<file path="config.mk">
export PLATFORM = sky130hd
export DESIGN_NAME = status_led_blink_and_code_flasher_unit
export DESIGN_NICKNAME = d
export VERILOG_FILES = /design/src/hdl/sled_pkg.sv /design/src/hdl/sled_dp.sv /design/src/hdl/sled_ctrl.sv /design/src/hdl/status_led_blink_and_code_flasher_unit.sv
export SDC_FILE = /design/constraint.sdc
export NUM_CORES = 1
export LEC_CHECK = 0
export ABC_AREA = 1
export BUFFER_PORTS_ARGS = -buffer_cell sky130_fd_sc_hd__buf_2
export CAP_MARGIN = 10
export CORE_MARGIN = 1
export CORE_UTILIZATION = 34
export CTS_BUF_LIST = sky130_fd_sc_hd__clkbuf_4 sky130_fd_sc_hd__clkbuf_8
export DETAILED_ROUTE_END_ITERATION = 8
export HOLD_SLACK_MARGIN = 0.02
export PLACE_DENSITY = 0.51
export SLEW_MARGIN = 20
export SYNTH_ARGS = -nofsm -noshare
export SYNTH_HDL_FRONTEND = slang
export SYNTH_SLANG_ARGS = --single-unit
</file>
<file path="constraint.sdc">
create_clock -name clk -period 7.3 [get_ports clk]
set_input_delay 1.46 -clock clk [delete_from_list [all_inputs] [get_ports clk]]
set_output_delay 1.46 -clock clk [all_outputs]
set_load 0.02 [all_outputs]
</file>
<file path="src/hdl/sled_pkg.sv">
// shared types, codes and constants of the status led blink and code flasher
// no dependencies; imported by every module of the block
package sled_pkg;

  localparam int MAX_DIGITS_DEF  = 5;
  localparam int PERIOD_BITS_DEF = 13;
  localparam int CFG_IDX_W       = 2;
  localparam int CFG_DATA_W      = 16;
  localparam int HALF_W          = 13;

  localparam logic [2:0] CMD_TICK     = 3'd0;
  localparam logic [2:0] CMD_START    = 3'd1;
  localparam logic [2:0] CMD_STOP     = 3'd2;
  localparam logic [2:0] CMD_SEVERITY = 3'd3;
  localparam logic [2:0] CMD_READOUT  = 3'd4;

  localparam logic [2:0] SEV_ON       = 3'd0;
  localparam logic [2:0] SEV_STARTING = 3'd1;
  localparam logic [2:0] SEV_NORMAL   = 3'd2;
  localparam logic [2:0] SEV_CONFIG   = 3'd3;

  localparam logic [CFG_IDX_W-1:0] CFG_ACTIVE_LOW  = 2'd0;
  localparam logic [CFG_IDX_W-1:0] CFG_LED_ENABLED = 2'd1;
  localparam logic [CFG_IDX_W-1:0] CFG_PULSE_TICKS = 2'd2;
  localparam logic [CFG_IDX_W-1:0] CFG_GAP_TICKS   = 2'd3;

  localparam logic [15:0]       PULSE_RESET = 16'd400;
  localparam logic [15:0]       GAP_RESET   = 16'd500;
  localparam logic [HALF_W-1:0] START_HALF  = 13'd2000;
  localparam logic [16:0]       DEC_RECIP   = 17'd52429;

  typedef struct packed {
    logic [2:0]  cmd;
    logic [2:0]  severity;
    logic [15:0] code_value;
  } item_t;

  typedef struct packed {
    logic pin_level;
    logic led_lit;
    logic running;
    logic readout_busy;
  } result_t;

  typedef enum logic [1:0] {
    PH_IDLE,
    PH_ON,
    PH_OFF,
    PH_GAP
  } phase_t;

  typedef enum logic [2:0] {
    S_IDLE,
    S_EXEC,
    S_CONV,
    S_DIGIT,
    S_RESP
  } ctrl_state_t;

  typedef struct packed {
    logic load;
    logic exec;
    logic conv_step;
    logic pos_load;
    logic digit_step;
    logic out_load;
  } dp_cmd_t;

  typedef struct packed {
    logic readout_item;
    logic need_digit;
    logic conv_done;
    logic conv_empty;
    logic digit_done;
  } dp_status_t;

  function automatic logic [HALF_W-1:0] sev_half(input logic [2:0] sev);
    logic [HALF_W-1:0] h;
    unique case (sev)
      SEV_ON:       h = 13'd5000;
      SEV_STARTING: h = 13'd2000;
      SEV_NORMAL:   h = 13'd1000;
      SEV_CONFIG:   h = 13'd500;
      default:      h = 13'd100;
    endcase
    return h;
  endfunction

endpackage

</file>
<file path="src/hdl/sled_dp.sv">
// datapath: config registers, blink timing, decimal conversion, digit sequencing
// depends on sled_pkg; driven by sled_ctrl through dp_cmd_t
module sled_dp import sled_pkg::*; #(
  parameter int MAX_DIGITS  = MAX_DIGITS_DEF,
  parameter int PERIOD_BITS = PERIOD_BITS_DEF
) (
  input  logic                  clk,
  input  logic                  rst,
  input  logic                  cfg_valid,
  input  logic [CFG_IDX_W-1:0]  cfg_index,
  input  logic [CFG_DATA_W-1:0] cfg_data,
  input  item_t                 item,
  input  dp_cmd_t               cmd,
  output dp_status_t            status,
  output result_t               result
);

  localparam int CNT_W = $clog2(MAX_DIGITS + 1);
  localparam int IDX_W = (MAX_DIGITS > 1) ? $clog2(MAX_DIGITS) : 1;

  logic                   active_low;
  logic                   led_enabled;
  logic [15:0]            pulse_ticks;
  logic [15:0]            gap_ticks;

  item_t                  item_reg;
  logic                   lit;
  logic                   run_flag;
  logic [PERIOD_BITS-1:0] half_period;
  logic [PERIOD_BITS-1:0] elapsed_ticks;
  logic [3:0]             code_digits [MAX_DIGITS];
  logic [CNT_W-1:0]       digit_position;
  logic [3:0]             flashes_left;
  phase_t                 readout_phase;
  logic [15:0]            phase_timer;
  logic [15:0]            conv_val;
  logic [CNT_W-1:0]       conv_count;

  logic                   busy;
  logic [PERIOD_BITS-1:0] elapsed_inc;
  logic [15:0]            pulse_len;
  logic [15:0]            timer_dec;
  logic [3:0]             flashes_dec;
  logic                   pos_in;
  logic [3:0]             cur_digit;
  logic [32:0]            recip_prod;
  logic [15:0]            conv_q;
  logic [3:0]             conv_r;
  logic [IDX_W-1:0]       conv_widx;

  always_comb begin
    busy        = (readout_phase != PH_IDLE);
    elapsed_inc = (elapsed_ticks == '1) ? elapsed_ticks : elapsed_ticks + 1'b1;
    pulse_len   = (pulse_ticks == 16'd0) ? 16'd1 : pulse_ticks;
    timer_dec   = (phase_timer != 16'd0) ? phase_timer - 16'd1 : phase_timer;
    flashes_dec = (flashes_left != 4'd0) ? flashes_left - 4'd1 : flashes_left;
    pos_in      = (digit_position < CNT_W'(MAX_DIGITS));
    cur_digit   = code_digits[digit_position[IDX_W-1:0]];
    recip_prod  = 33'(conv_val) * 33'(DEC_RECIP);
    conv_q      = 16'(recip_prod[32:19]);
    conv_r      = 4'(conv_val - (conv_q << 3) - (conv_q << 1));
    conv_widx   = IDX_W'(MAX_DIGITS - 1) - IDX_W'(conv_count);
  end

  always_comb begin
    status.readout_item = (item_reg.cmd == CMD_READOUT);
    status.need_digit   = (item_reg.cmd == CMD_TICK) && busy && (timer_dec == 16'd0) &&
                          ((readout_phase == PH_GAP) ||
                           ((readout_phase == PH_OFF) && (flashes_dec == 4'd0) &&
                            (gap_ticks == 16'd0)));
    status.conv_done    = (conv_val == 16'd0) || (conv_count == CNT_W'(MAX_DIGITS));
    status.conv_empty   = (conv_count == '0);
    status.digit_done   = !pos_in || (cur_digit != 4'd0) || (gap_ticks != 16'd0);
  end

  always_ff @(posedge clk) begin
    if (rst) begin
      active_low  <= 1'b0;
      led_enabled <= 1'b1;
      pulse_ticks <= PULSE_RESET;
      gap_ticks   <= GAP_RESET;
    end else if (cfg_valid) begin
      unique case (cfg_index)
        CFG_ACTIVE_LOW:  active_low  <= cfg_data[0];
        CFG_LED_ENABLED: led_enabled <= cfg_data[0];
        CFG_PULSE_TICKS: pulse_ticks <= cfg_data;
        CFG_GAP_TICKS:   gap_ticks   <= cfg_data;
        default: ;
      endcase
    end
  end

  always_ff @(posedge clk) begin
    if (cmd.load) begin
      item_reg <= item;
    end
    if (cmd.out_load) begin
      result.pin_level    <= lit ^ active_low;
      result.led_lit      <= lit;
      result.running      <= run_flag;
      result.readout_busy <= busy;
    end
    if (cmd.conv_step) begin
      conv_val   <= conv_q;
      conv_count <= conv_count + 1'b1;
    end else if (cmd.exec && item_reg.cmd == CMD_READOUT) begin
      conv_val   <= item_reg.code_value;
      conv_count <= '0;
    end
  end

  always_ff @(posedge clk) begin
    if (rst) begin
      lit            <= 1'b0;
      run_flag       <= 1'b0;
      half_period    <= '0;
      elapsed_ticks  <= '0;
      digit_position <= '0;
      flashes_left   <= 4'd0;
      readout_phase  <= PH_IDLE;
      phase_timer    <= 16'd0;
      for (int i = 0; i < MAX_DIGITS; i++) begin
        code_digits[i] <= 4'd0;
      end
    end else if (cmd.exec) begin
      unique case (item_reg.cmd)
        CMD_TICK: begin
          elapsed_ticks <= elapsed_inc;
          if (busy) begin
            phase_timer <= timer_dec;
            if (timer_dec == 16'd0) begin
              unique case (readout_phase)
                PH_ON: begin
                  lit           <= 1'b0;
                  readout_phase <= PH_OFF;
                  phase_timer   <= pulse_len;
                end
                PH_OFF: begin
                  flashes_left <= flashes_dec;
                  if (flashes_dec != 4'd0) begin
                    lit           <= 1'b1;
                    readout_phase <= PH_ON;
                    phase_timer   <= pulse_len;
                  end else if (gap_ticks != 16'd0) begin
                    lit           <= 1'b0;
                    readout_phase <= PH_GAP;
                    phase_timer   <= gap_ticks;
                  end else begin
                    digit_position <= digit_position + 1'b1;
                  end
                end
                default: begin
                  digit_position <= digit_position + 1'b1;
                end
              endcase
            end
          end else if (run_flag) begin
            if (!led_enabled || half_period == '0) begin
              lit <= 1'b0;
            end else if (elapsed_inc > half_period) begin
              lit           <= ~lit;
              elapsed_ticks <= '0;
            end
          end
        end
        CMD_START: begin
          if (led_enabled) begin
            run_flag      <= 1'b1;
            half_period   <= PERIOD_BITS'(START_HALF);
            elapsed_ticks <= '0;
            if (!busy) begin
              lit <= 1'b1;
            end
          end else begin
            run_flag <= 1'b0;
          end
        end
        CMD_STOP: begin
          run_flag <= 1'b0;
        end
        CMD_SEVERITY: begin
          half_period   <= PERIOD_BITS'(sev_half(item_reg.severity));
          elapsed_ticks <= '0;
          if (!busy) begin
            lit <= 1'b1;
          end
        end
        CMD_READOUT: begin
          for (int i = 0; i < MAX_DIGITS; i++) begin
            code_digits[i] <= 4'd0;
          end
        end
        default: ;
      endcase
    end else if (cmd.conv_step) begin
      code_digits[conv_widx] <= conv_r;
    end else if (cmd.pos_load) begin
      digit_position <= CNT_W'(MAX_DIGITS) - conv_count;
    end else if (cmd.digit_step) begin
      flashes_left <= pos_in ? cur_digit : 4'd0;
      if (!pos_in) begin
        lit           <= 1'b0;
        readout_phase <= PH_IDLE;
        phase_timer   <= 16'd0;
      end else if (cur_digit != 4'd0) begin
        lit           <= 1'b1;
        readout_phase <= PH_ON;
        phase_timer   <= pulse_len;
      end else begin
        lit <= 1'b0;
        if (gap_ticks != 16'd0) begin
          readout_phase <= PH_GAP;
          phase_timer   <= gap_ticks;
        end else begin
          digit_position <= digit_position + 1'b1;
        end
      end
    end
  end

endmodule

</file>
<file path="src/hdl/sled_ctrl.sv">
// controller: sequences accept, execute, conversion, digit steps and result
// depends on sled_pkg; commands sled_dp through dp_cmd_t
module sled_ctrl import sled_pkg::*; (
  input  logic       clk,
  input  logic       rst,
  input  logic       item_valid,
  output logic       item_ready,
  output logic       result_valid,
  input  logic       result_ready,
  input  dp_status_t status,
  output dp_cmd_t    cmd
);

  ctrl_state_t state, state_next;
  logic        out_valid, out_valid_next;

  always_ff @(posedge clk) begin
    if (rst) begin
      state     <= S_IDLE;
      out_valid <= 1'b0;
    end else begin
      state     <= state_next;
      out_valid <= out_valid_next;
    end
  end

  always_comb begin
    state_next = state;
    cmd        = '0;
    item_ready = 1'b0;
    unique case (state)
      S_IDLE: begin
        item_ready = 1'b1;
        if (item_valid) begin
          cmd.load   = 1'b1;
          state_next = S_EXEC;
        end
      end
      S_EXEC: begin
        cmd.exec = 1'b1;
        if (status.readout_item) begin
          state_next = S_CONV;
        end else if (status.need_digit) begin
          state_next = S_DIGIT;
        end else begin
          state_next = S_RESP;
        end
      end
      S_CONV: begin
        if (!status.conv_done) begin
          cmd.conv_step = 1'b1;
        end else if (status.conv_empty) begin
          state_next = S_RESP;
        end else begin
          cmd.pos_load = 1'b1;
          state_next   = S_DIGIT;
        end
      end
      S_DIGIT: begin
        cmd.digit_step = 1'b1;
        if (status.digit_done) begin
          state_next = S_RESP;
        end
      end
      S_RESP: begin
        if (!out_valid || result_ready) begin
          cmd.out_load = 1'b1;
          state_next   = S_IDLE;
        end
      end
      default: state_next = S_IDLE;
    endcase
    out_valid_next = cmd.out_load ? 1'b1 : (result_ready ? 1'b0 : out_valid);
    result_valid   = out_valid;
  end

endmodule

</file>
<file path="src/hdl/status_led_blink_and_code_flasher_unit.sv">
// status led blink and code flasher, top level: controller plus datapath
// depends on sled_pkg, sled_ctrl, sled_dp
// sequence: idle accepts an item, exec runs it, resp hands out the result; a tick that
//   ends a digit adds digit steps; a readout adds conversion steps of the
//   one-digit-per-cycle reciprocal divider, a position load and digit steps
// throughput: one item in flight; a new item is taken while the last result waits
// reset: synchronous, active high; config returns to defaults, led dark and stopped
module status_led_blink_and_code_flasher_unit import sled_pkg::*; #(
  parameter int MAX_DIGITS  = MAX_DIGITS_DEF,
  parameter int PERIOD_BITS = PERIOD_BITS_DEF
) (
  input  logic                  clk,
  input  logic                  rst,
  input  logic                  item_valid,
  output logic                  item_ready,
  input  item_t                 item,
  output logic                  result_valid,
  input  logic                  result_ready,
  output result_t               result,
  input  logic                  cfg_valid,
  output logic                  cfg_ready,
  input  logic [CFG_IDX_W-1:0]  cfg_index,
  input  logic [CFG_DATA_W-1:0] cfg_data
);

  dp_cmd_t    dp_cmd;
  dp_status_t dp_status;

  assign cfg_ready = 1'b1;

  sled_ctrl u_ctrl (
    .clk          (clk),
    .rst          (rst),
    .item_valid   (item_valid),
    .item_ready   (item_ready),
    .result_valid (result_valid),
    .result_ready (result_ready),
    .status       (dp_status),
    .cmd          (dp_cmd)
  );

  sled_dp #(
    .MAX_DIGITS  (MAX_DIGITS),
    .PERIOD_BITS (PERIOD_BITS)
  ) u_dp (
    .clk       (clk),
    .rst       (rst),
    .cfg_valid (cfg_valid),
    .cfg_index (cfg_index),
    .cfg_data  (cfg_data),
    .item      (item),
    .cmd       (dp_cmd),
    .status    (dp_status),
    .result    (result)
  );

endmodule

</file>
[After elaboration in Yosys (flattened, before gate mapping)]
Memories as Yosys holds them, arrays and structs flattened. A register that Yosys moved wholly into a read port is not among the register bits.
Cells that the tools add are included.
Widths: inputs -> output; s select.
Cells by class
  equal/unequal tests: 42
  $mul: 1
  magnitude comparators: 2
  divide/modulo/power cells: 0
  reductions and logical operators: 54
  bitwise operators: 7
  shift-type cells: 0
  $add $sub $neg: 9
  mux-type cells: 123
Operators with widths (count)
  $mux 16: 14
  $mux 13: 9
  $mux 3: 23
  $logic_not 16->1: 4
  $mux 4: 16
  $pmux 13 s4: 1
  $mux 1: 39
  $pmux 13 s3: 1
  $mul 16x16->32 const B: 1
  $pmux 16 s2: 1
  $reduce_bool 16->1: 2
  $pmux 13 s2: 1
  $mux 2: 12
  $eq 3x2->1 const B: 6
  $sub 16x1->16 const B: 1
  $pmux 3 s5: 1
  $ne 2x2->1 const B: 7
  $reduce_and 7->1: 2
  $add 13x1->13 const B: 1
  $eq 13x13->1 const B: 1
  $gt 13x13->1: 1
  $logic_not 13->1: 1
  $logic_not 3->1: 4
  $ne 4x4->1 const B: 3
  37 further kinds: 86
Word-level totals
  flip-flop bits (word level): 136
  output and inout port bits: 7
  word-level logic and storage cells: 263
  input port bits: 45
  memory bits (writable): 20
  ROM bits: 0
  memories: 1
  latch bits: 0
Memory list
  u_dp.code_digits: depth 5, bits a word 4, read ports 1, clocked after memory_dff 1, write ports 5, RTL line sled_dp.sv:31  | logic [3:0] code_digits [MAX_DIGITS];

[Depth between registers and ports, before layout]
  depth in word-level cells: 11
  mapped depth: 29

[Modules after synthesis]
Synthesis repeated with hierarchy kept, for this count alone.
Second synthesis, totals
  cells, all modules: 1758
  area total of the unflattened synthesis: 13943.4 sq um
By module, submodules not included
  sled_dp: cells an instance 1702, area an instance 13636.8 sq um, instances 1, seq. area each 4003.8 sq um
  sled_ctrl: cells an instance 54, area an instance 295.3 sq um, instances 1, seq. area each 80.1 sq um
  status_led_blink_and_code_flasher_unit: cells an instance 2, area an instance 11.3 sq um, instances 1, seq. area each 0.0 sq um

[Worst setup path after synthesis]
Ideal clock, no wire load.
  path type: reg2reg
  from: reg u_dp.conv_val[4]
  to: mem u_dp.code_digits[5][3], data pin
  stages on the path, launching flop included: 25
  buffers on the path: 0
  arrival: 5.556 ns
  setup slack: 1.482 ns
  required time: 7.038 ns
  cell sequence: edfxtp_1 > inv_1 > ha_1 > inv_1 > fa_1 > fa_1 > fa_1 > inv_1 > fa_1 > inv_1 > fa_1 > inv_1 > ha_1 > nand2_1 > nor4_1 > nand2_1 > nand2_1 > xor2_1 > inv_1 > ha_1 > inv_1 > o21ai_0 > nand3_1 > nand2_1 > inv_1
RTL lines
  start: declaration: RTL line sled_dp.sv:36  | logic [15:0] conv_val;
  start signal: assignment: RTL line sled_dp.sv:104  | conv_val <= conv_q;
  start signal: assignment: RTL line sled_dp.sv:107  | conv_val <= item_reg.code_value;
  end: declaration: RTL line sled_dp.sv:31

==> key figures <==
Outcome
  – Status: finished, final reports clean

Global route
  – GRT Overall Usage: 19.06%
  – Initial antenna violation count: 0
  – Pin count of the biggest net entering global routing: 57
  – First-pass GRT wire length: 62390 um
  – Gr ovfl total: 0
  – Vias in the first global route: 11660

Timing
  – Max Clock Freq: 0.1523 GHz
  – Max-slew violation count: 0
  – Final TNS setup: 0 ns
  – RSZ-0062 raised after global routing: false
  – Fin. Hold Viols: 0
  – Clock skew: 0.01994 ns
  – Setup violators final: 0
  – Fin crit share: 89.94%
  – Worst Max-Slew Pin Slew: 0.9683 ns
  – Final min period: 6.566 ns
  – Slew Limit Headroom: 35.21%

Clocking
  – CTS root buf: clkbuf_8
  – Clock transition at path regs: 0.11 ns
  – TritonCTS Buffers: 17
  – TritonCTS clock tree: yes
  – Clk buf depth: 2
  – H-tree depth: 4
  – Hold buffer count at CTS: 0
  – Clock Latency Late Sink: 0.50 ns
  – Post-CTS Setup Inserts: 0
  – Post-CTS Resized: 0
  – Num Clock Sinks: 167

Die
  – DIE AREA: 42220 um^2
  – Number of I/O pins: 52
  – Overall die height: 205.5 um
  – Starting density of the core: 34.48%
  – Core area: 40830 um^2
  – Die width: 205.5 um
  – Num rows: 74

Routing
  – Drt pass-1 iters: 5
  – Detailed-route wire length: 38420 um
  – Antenna viol nets, final: 0
  – Vias: 11590
  – Drt wl/cell: 16.43 um
  – Post-route DRC: 0
  – Via density: 4.958
  – Iteration-0 DRC Markers: 698

Cells and area
  – Largest register FFs: 32
  – Net count of the finished layout: 2081
  – Share of layout cells above drive strength 1: 7.202%
  – Layout Area Growth over Synthesis: 8.265%
  – Multi-input gate area: 8539 um^2
  – End-of-flow core utilization: 37.33%
  – Fillers: 4248
  – Storage cell area: 4084 um^2

Synth
  – Mean Syn Cell Area: 8.013 um^2
  – Synth Instances: 1757
  – Post-synth top flop: dfxtp_1
  – Post-synth EDFFs: 74
  – Register bit total from synthesis: 167
  – Cell Area, Synth: 14080 um^2
  – Synth cell types: 53
  – Net Count, Synth: 2046
  – Seq/Total Area, Yosys: 29.01%
  – Asr flop ratio synth: 0%
  – Warnings, synthesis: 0

Min path
  – Path type of the worst min-delay path: reg2reg

Critical path
  – Most used cell, CP: inv_1
  – Reg2reg setup slack: 0.73 ns
  – Critical path cell sequence: inv_1 -> ha_1 -> inv_1 -> fa_1 -> fa_1 -> fa_1 -> inv_1 -> fa_1 -> inv_1 -> fa_1 -> inv_1 -> ha_1 -> nand2_1 -> nor4_1 -> nand2_1 -> nand2_1 -> xor2_1 -> inv_1 -> ha_1 -> inv_1 -> o21ai_0 -> nand3_1 -> nand2_1 -> inv_1
  – Crit end category: flop
  – CP startpoint kind: flop
  – Slowest stage delay, CP: 0.55 ns
  – Worst-path maximum fanout: 7
  – Top delay family on crit path: adder cells
  – Slowest stage cell, crit path: fa_1
  – Buf+Inv Stages, Crit Path: 8
  – Worst Path Class, Setup: reg2reg
  – Worst path required time: 7.54 ns
  – Crit path DAT: 6.81 ns

Run
  – Max Cap Viol: 0

Place
  – HPWL after DPL: 31410 um
  – Port Buffer Count: 50
  – RD Place Congestion: 0.9396
-- logic make-up after synthesis --
| family | count (synthesis) | synth area share [%] |
|---|---|---|
| simple gates | 632 | 20.16 |
| other cells | 1 | 0.02664 |
| xor+xnor | 27 | 1.680 |
| flops | 167 | 29.01 |
| buf+inv | 363 | 10.44 |
| fa+ha+maj | 244 | 25.95 |
| compound gates | 323 | 12.74 |
-- metrics by stage --
step	worst slack (ns)	cell area [um^2]	hold WS [ns]	cells
3_3_place_gp	0.8411	14790	0.4569	2305
6_report	0.7340	15240	0.4765	2338
3_5_place_dp	0.7799	14790	0.4601	2305
4_1_cts	0.7386	15230	0.4752	2337
2_1_floorplan	1.482	14080	0.4443	1757
5_1_grt	0.2591	15240	0.4983	2337
-- synth_stat cells, drive strengths merged, types with 2 or more instances --
cell,instances,share of area [%]
nand3b,7,0.37
o21ai,129,4.7
o211ai,9,0.48
ha,164,15
nor2,178,5.1
xnor2,7,0.44
nor4,13,0.58
buf,14,0.91
o311ai,3,0.19
xor2,20,1.2
a21oi,120,4.3
or2,4,0.18
nand2,283,7.9
o31ai,3,0.16
inv,324,8.7
fa,80,11
o22ai,30,1.3
a21o,8,0.43
o21a,5,0.27
dfxtp,93,13
nand3,95,3.7
nor3,21,0.91
a211oi,3,0.16
clkbuf,25,0.88
nand4,28,1.3
a21boi,2,0.11
edfxtp,74,16
and2,2,0.089
o221ai,2,0.12
o21bai,7,0.37
-- worst reg2reg max path, delay by kind of cell (launching register included) --
family,cells,cell delay [ns]
adder cells (fa/ha/maj),8,3.70
AND/OR/NAND/NOR,6,1.01
buffers and inverters,8,0.54
flip-flops,1,0.52
XOR/XNOR,1,0.33
AO/OA/AOI/OAI,1,0.21
-- path summary, 6_finish.rpt --
kind                                                to                 from  cells after the start
worst min register to register     u_dp.pulse_ticks[0]  u_dp.pulse_ticks[0]                      2
worst max-delay path            u_dp.code_digits[5][3]     u_dp.conv_val[4]                     24
worst max register to register  u_dp.code_digits[5][3]     u_dp.conv_val[4]                     24
worst min-delay path               u_dp.pulse_ticks[0]  u_dp.pulse_ticks[0]                      2
-- cells in the final DEF (no fill, tap or decap), types with 4 or more instances in the layout --
master	instances
edfxtp_1	74
nand4_1	27
ha_1	164
o21bai_1	7
xnor2_1	7
nor2_1	168
o22ai_1	30
o21a_1	5
fa_1	80
nand3_2	5
buf_4	5
inv_1	321
nor2_4	5
nand2_2	4
a21o_1	8
nand3_1	88
a21oi_1	119
nand3b_1	7
clkbuf_8	17
dfxtp_1	93
o211ai_1	9
buf_2	50
nor3_1	19
nand2_4	5
xor2_1	20
o21ai_0	103
or2_2	4
nand2_1	274
nor4_1	11
o21ai_1	23
nor2_2	5
inv_6	4
-- routing by layer --
layer | GRT usage [%] | part of all wire [%] | vias up | wire length (um)
met5 | 0 | 0 | - | 0
met1 | 25.87 | 47 | 5470 | 18240
met2 | 31.72 | 47 | 244 | 18150
met3 | 2.439 | 3.4 | 42 | 1316
li1 | - | - | 5835 | -
met4 | 5.053 | 1.9 | 0 | 720
-- final cells by class --
cell class,count,share of cell area (%)
clock buffer,17,1.535
antenna,1,0.01642
multi-input combinational,1227,56.03
tap,532,4.367
inverter,324,7.995
clock inverter,15,1.379
timing repair buffer,55,1.888
sequential,167,26.79
Power is left out: the tool's default activity adds up to more than one toggle a clock period on the data nets, which glitch-free logic cannot reach.
